[src/sv/rds_pkg.sv]
package rds_pkg;

  localparam int DIR_W  = 16;
  localparam int NRM_W  = 17;
  localparam int IOR_W  = 14;
  localparam int NIC_W  = 30;
  localparam int DISC_W = 56;
  localparam int R_W    = DISC_W / 2;
  localparam int MAG_W  = 30;
  localparam int SUM_W  = 62;
  localparam int LEN_W  = SUM_W / 2;
  localparam int NUM_W  = 46;
  localparam int Q_W    = 15;
  localparam int LANES  = 3;

  localparam logic [Q_W-1:0] Q_ONE = 15'd16384;

  typedef struct packed {
    logic en;
    logic valid;
  } ctl_t;

  typedef struct packed {
    logic [LANES-1:0][DIR_W-1:0] dir;
    logic [LANES-1:0][NRM_W-1:0] nrm;
    logic [IOR_W-1:0]            ni;
    logic [IOR_W-1:0]            nt;
    logic                        air;
  } front_t;

  typedef struct packed {
    front_t           f;
    logic [NIC_W-1:0] nic;
    logic             tir;
  } root_side_t;

  typedef struct packed {
    logic [IOR_W-1:0] nt;
    logic             air;
    logic             tir;
  } tail_t;

  typedef struct packed {
    logic [LANES-1:0][MAG_W-1:0] mag;
    logic [LANES-1:0]            neg;
    tail_t                       t;
  } len_side_t;

  typedef struct packed {
    logic [LANES-1:0] neg;
    tail_t            t;
    logic             zero;
  } div_side_t;

endpackage

[src/sv/rds_sqrt_pipe.sv]
module rds_sqrt_pipe #(
  parameter int IN_W   = 56,
  parameter int DATA_W = 8
) (
  input  logic                  clk_i,
  input  logic                  rst_ni,
  input  rds_pkg::ctl_t         ctl_i,
  input  logic [IN_W-1:0]       rad_i,
  input  logic [DATA_W-1:0]     data_i,
  output logic                  valid_o,
  output logic [IN_W/2-1:0]     root_o,
  output logic [DATA_W-1:0]     data_o
);

  localparam int OUT_W = IN_W / 2;

  logic [IN_W-1:0]   rem_q  [OUT_W];
  logic [OUT_W-1:0]  root_q [OUT_W];
  logic [DATA_W-1:0] data_q [OUT_W];
  logic [OUT_W-1:0]  v_q;

  for (genvar i = 0; i < OUT_W; i++) begin : g_stage
    localparam int B = OUT_W - 1 - i;
    logic [IN_W-1:0]   rem_in;
    logic [OUT_W-1:0]  root_in;
    logic [DATA_W-1:0] data_in;
    logic [IN_W-1:0]   trial;

    if (i == 0) begin : g_first
      assign rem_in  = rad_i;
      assign root_in = '0;
      assign data_in = data_i;
    end else begin : g_next
      assign rem_in  = rem_q[i-1];
      assign root_in = root_q[i-1];
      assign data_in = data_q[i-1];
    end

    assign trial = (IN_W'(root_in) << (B + 1)) | (IN_W'(1) << (2 * B));

    always_ff @(posedge clk_i) begin
      if (ctl_i.en) begin
        if (rem_in >= trial) begin
          rem_q[i]  <= rem_in - trial;
          root_q[i] <= root_in | (OUT_W'(1) << B);
        end else begin
          rem_q[i]  <= rem_in;
          root_q[i] <= root_in;
        end
        data_q[i] <= data_in;
      end
    end
  end

  always_ff @(posedge clk_i or negedge rst_ni) begin
    if (!rst_ni) begin
      v_q <= '0;
    end else if (ctl_i.en) begin
      v_q <= {v_q[OUT_W-2:0], ctl_i.valid};
    end
  end

  assign valid_o = v_q[OUT_W-1];
  assign root_o  = root_q[OUT_W-1];
  assign data_o  = data_q[OUT_W-1];

endmodule

[config.mk]
export PLATFORM = sky130hd
export DESIGN_NAME = rds_sqrt_pipe
export DESIGN_NICKNAME = d
export VERILOG_FILES = /design/src/sv/rds_pkg.sv /design/src/sv/rds_sqrt_pipe.sv
export SDC_FILE = /design/constraint.sdc
export NUM_CORES = 2
export LEC_CHECK = 0
export BUFFER_PORTS_ARGS = -buffer_cell sky130_fd_sc_hd__buf_4
export CELL_PAD_IN_SITES_DETAIL_PLACEMENT = 1
export CELL_PAD_IN_SITES_GLOBAL_PLACEMENT = 1
export CORE_ASPECT_RATIO = 0.8
export CORE_UTILIZATION = 57
export DETAILED_ROUTE_END_ITERATION = 10
export PLACE_DENSITY_LB_ADDON = 0.1
export SLEW_MARGIN = 30
export SYNTH_ARGS = -nofsm -noshare
export SYNTH_HDL_FRONTEND = slang
export SYNTH_SLANG_ARGS = --single-unit
[constraint.sdc]
create_clock -name clk_i -period 5.4 [get_ports clk_i]
set_input_delay 1.62 -clock clk_i [delete_from_list [all_inputs] [get_ports clk_i]]
set_output_delay 1.62 -clock clk_i [all_outputs]
set_load 0.02 [all_outputs]
==> reports/results.tsv <==
metric	value	unit
Vert. Die Dim	377	µm
GRT overflow	0	
post-route ant nets	0	
number of clock sinks	2170	
post-DR vias/cell	6.20	
Finished Layout Cells	10300	
aggregate routed wire length	263000	µm
TNS Setup	0	ns
P_leak	41.0	nW
Peak supply drop	377	µV
Clk Tree Root Cell	clkbuf_16	
Remaining DRCs	0	
Worst Path Buf+Inv	1	
min-delay src	data_q[0][67]	
Hold Vio Cnt, Final	0	
Final Cycle Share	84.3	%
Worst Setup SP	root_q[1][173]	
Inst Count DP	9869	
synthesis-to-finish area growth	10.6	%
Post-CTS Setup Bufs	0	
DR vias	63600	
min cycle time layout	4.55	ns
CTS tree	yes	
CP cell instances	inv_1, ha_1, nor4b_1, nand4_1, o311ai_1, nor4_2, a211o_1, nor3_1, nand3b_1, xnor2_1	
CP arrival	5.18	ns
critical path's top delay family	simple AND/OR/NAND/NOR gates	
Post-DP HPWL	192000	µm
f_max	220	MHz
Initial Utilization	57.4	%
CTS buffer count	207	
Die X	470	µm
CP max stage delay	0.77	ns
Post-synth EDFFs	2142	
Worst-path clk slew	0.07	ns
max-slew violation count	0	
Syn Nets	8086	
Hold/Removal Path Class	flop to flop	
commonest register cell after synthesis	edfxtp_1	
total power draw	46.4	mW
# setup viols final	0	
YS warnings	0	
Clock Skew	0.0810	ns
unrepaired setup endpoints after global routing	false	
hold_ws	0.409	ns
dpl ws	0.659	ns
vias in the first global route	65800	
drt pass-1 iters	5	
Worst-Margin Slew	1.05	ns
Longest Clk Path Bufs	3	
first-pass GRT wire length	401000	µm
synthesized cell area	99900	µm²
port bufs	104	
I/O pin count	105	
Final WS setup	0.848	ns
layout cells sized above 1	7.98	%
post-synthesis sequential area ratio	65.1	%
#FFs+latches synth	2170	
Worst Path Required	6.03	ns
Crit. End Element	flop	
R2R Path Start	root_q[1][173]	
cell count after synthesis	7586	
DIE AREA	177000	µm²
max_slew headroom	29.4	%
Global Route Usage Sum	29.7	%
status	finished, final reports clean	
Core Rows	137	
H-tree depth	4	
Nets	8286	
wire per inst	25.7	µm
cts hold-fix bufs	0	
Max Fanout on Critical Path	6	
PwrDens	420	nW/µm²
ys async rst share	1.29	%
area of the core	174000	µm²
max-cap viol count	0	
Worst Setup Start Kind	flop	
placer congestion estimate	0.919	
initial antenna violation count	12	
Skew-Pair Late Insertion Delay	0.90	ns
largest net degree at the start of global routing	173	
syn avg cell area	13.2	µm²
post-CTS sizing	0	
Critical Setup Path Class	flop to flop	
Starting DRT DRC Count	6293	
Critical-path top delay cell	nor4b_1	
post-synthesis cell type count	94	
## logic make-up (layout without fill, tap and decap cells)
kind of cell | count (synthesis) | after routing | share of synthesized area [%]
DFF | 2170 | 2170 | 65.1
and+or+nand+nor | 2159 | 2159 | 11.3
AOI/OAI and AO/OA | 1340 | 1340 | 8.41
buffers and inverters | 710 | 1082 | 2.74
xor gates and xnor gates | 671 | 671 | 5.88
adders and majority gates | 432 | 432 | 5.41
muxes | 104 | 104 | 1.16
other | 0 | 1 | 0
## cell usage after synthesis (13+ instances only)
| master | instances | area share [%] |
|---|---|---|
| nor2b_1 | 58 | 0.36 |
| nand4_1 | 118 | 0.74 |
| nand4b_1 | 27 | 0.24 |
| nor2_1 | 407 | 1.5 |
| o41ai_1 | 13 | 0.11 |
| o211ai_1 | 35 | 0.26 |
| and4_1 | 20 | 0.18 |
| o31a_1 | 14 | 0.12 |
| a21oi_1 | 360 | 1.8 |
| dfrtp_1 | 28 | 0.70 |
| ha_1 | 432 | 5.4 |
| nand2_1 | 531 | 2.0 |
| nand2b_1 | 103 | 0.64 |
| o31ai_1 | 33 | 0.25 |
| a41oi_1 | 14 | 0.12 |
| inv_1 | 527 | 2.0 |
| and3b_1 | 13 | 0.11 |
| edfxtp_1 | 2142 | 64 |
| o21a_1 | 74 | 0.56 |
| o21bai_1 | 28 | 0.21 |
| and2_1 | 19 | 0.12 |
| buf_4 | 16 | 0.12 |
| xnor2_1 | 372 | 3.3 |
| a21boi_0 | 13 | 0.098 |
| a211oi_1 | 32 | 0.24 |
| a21o_1 | 146 | 1.1 |
| nor3_1 | 197 | 0.99 |
| nand3b_1 | 36 | 0.27 |
| o21ai_0 | 375 | 1.9 |
| a31oi_1 | 35 | 0.22 |
| o22ai_1 | 13 | 0.081 |
| mux2_2 | 94 | 1.1 |
| clkbuf_1 | 147 | 0.55 |
| or3_1 | 69 | 0.43 |
| nor4_1 | 240 | 1.5 |
| or4_1 | 50 | 0.38 |
| o21ai_1 | 22 | 0.11 |
| nand3_1 | 115 | 0.58 |
| or2_2 | 31 | 0.19 |
| nor4b_1 | 40 | 0.35 |
| and3_1 | 28 | 0.18 |
| xor2_1 | 299 | 2.6 |
| nor3b_1 | 19 | 0.14 |
## final timing paths
path / slack [ns] / cells after the start / end
max: 0.85 / 10 / rem_q[1][439]
min: 0.41 / 0 / data_q[0][75]
max reg2reg: 0.85 / 10 / rem_q[1][439]
min reg2reg: 0.41 / 0 / data_q[0][75]
max in group asynchronous: 4.49 / 1 / v_q[17]
min in group asynchronous: 0.63 / 1 / v_q[27]
## layout make-up
cell class	instances	area, µm²
antenna	1	2.50
sequential	2170	65000
fill	16600	63600
clock inverter	129	1540
clock buffer	252	5350
inverter	529	1990
multi-input combinational	4706	32300
tap	2293	2870
timing repair buffer	172	1490
## sequential cells by signal, summed over array words and instances, names as in the netlist
name    cells
rem_q    1512
root_q    406
data_q    224
v_q        28
## power breakdown
part | leakage, nW | switching, mW | internal (mW)
Combinational | 16.7 | 5.27 | 3.42
Sequential | 20.9 | 1.76 | 21.1
Clock | 3.33 | 6.60 | 8.26
## per-stage QoR
stage                     util, %  area [µm²]
final                        63.5      111000
after CTS                    63.4      110000
after global routing         63.5      111000
after global placement       59.5      104000
after floorplan                 -       99900
after detailed placement     59.5      104000
## layer usage
metal	wire, µm	up-vias	GRT usage, %
met5	22	-	0
met4	5440	4	7.29
met3	18700	360	5.48
met2	121000	1995	46.6
met1	118000	32400	43.1
li1	-	28800	-
## cell usage in the layout (no fill, tap or decap), drive strengths merged, types with 244 or more instances in the layout
| cell | count |
|---|---|
| clkbuf | 252 |
| xnor2 | 372 |
| nor4 | 244 |
| xor2 | 299 |
| nor2 | 407 |
| inv | 530 |
| edfxtp | 2142 |
| o21ai | 398 |
| a21oi | 360 |
| nand2 | 531 |
| ha | 432 |
No activity file was read; power rests on OpenSTA's default activity.
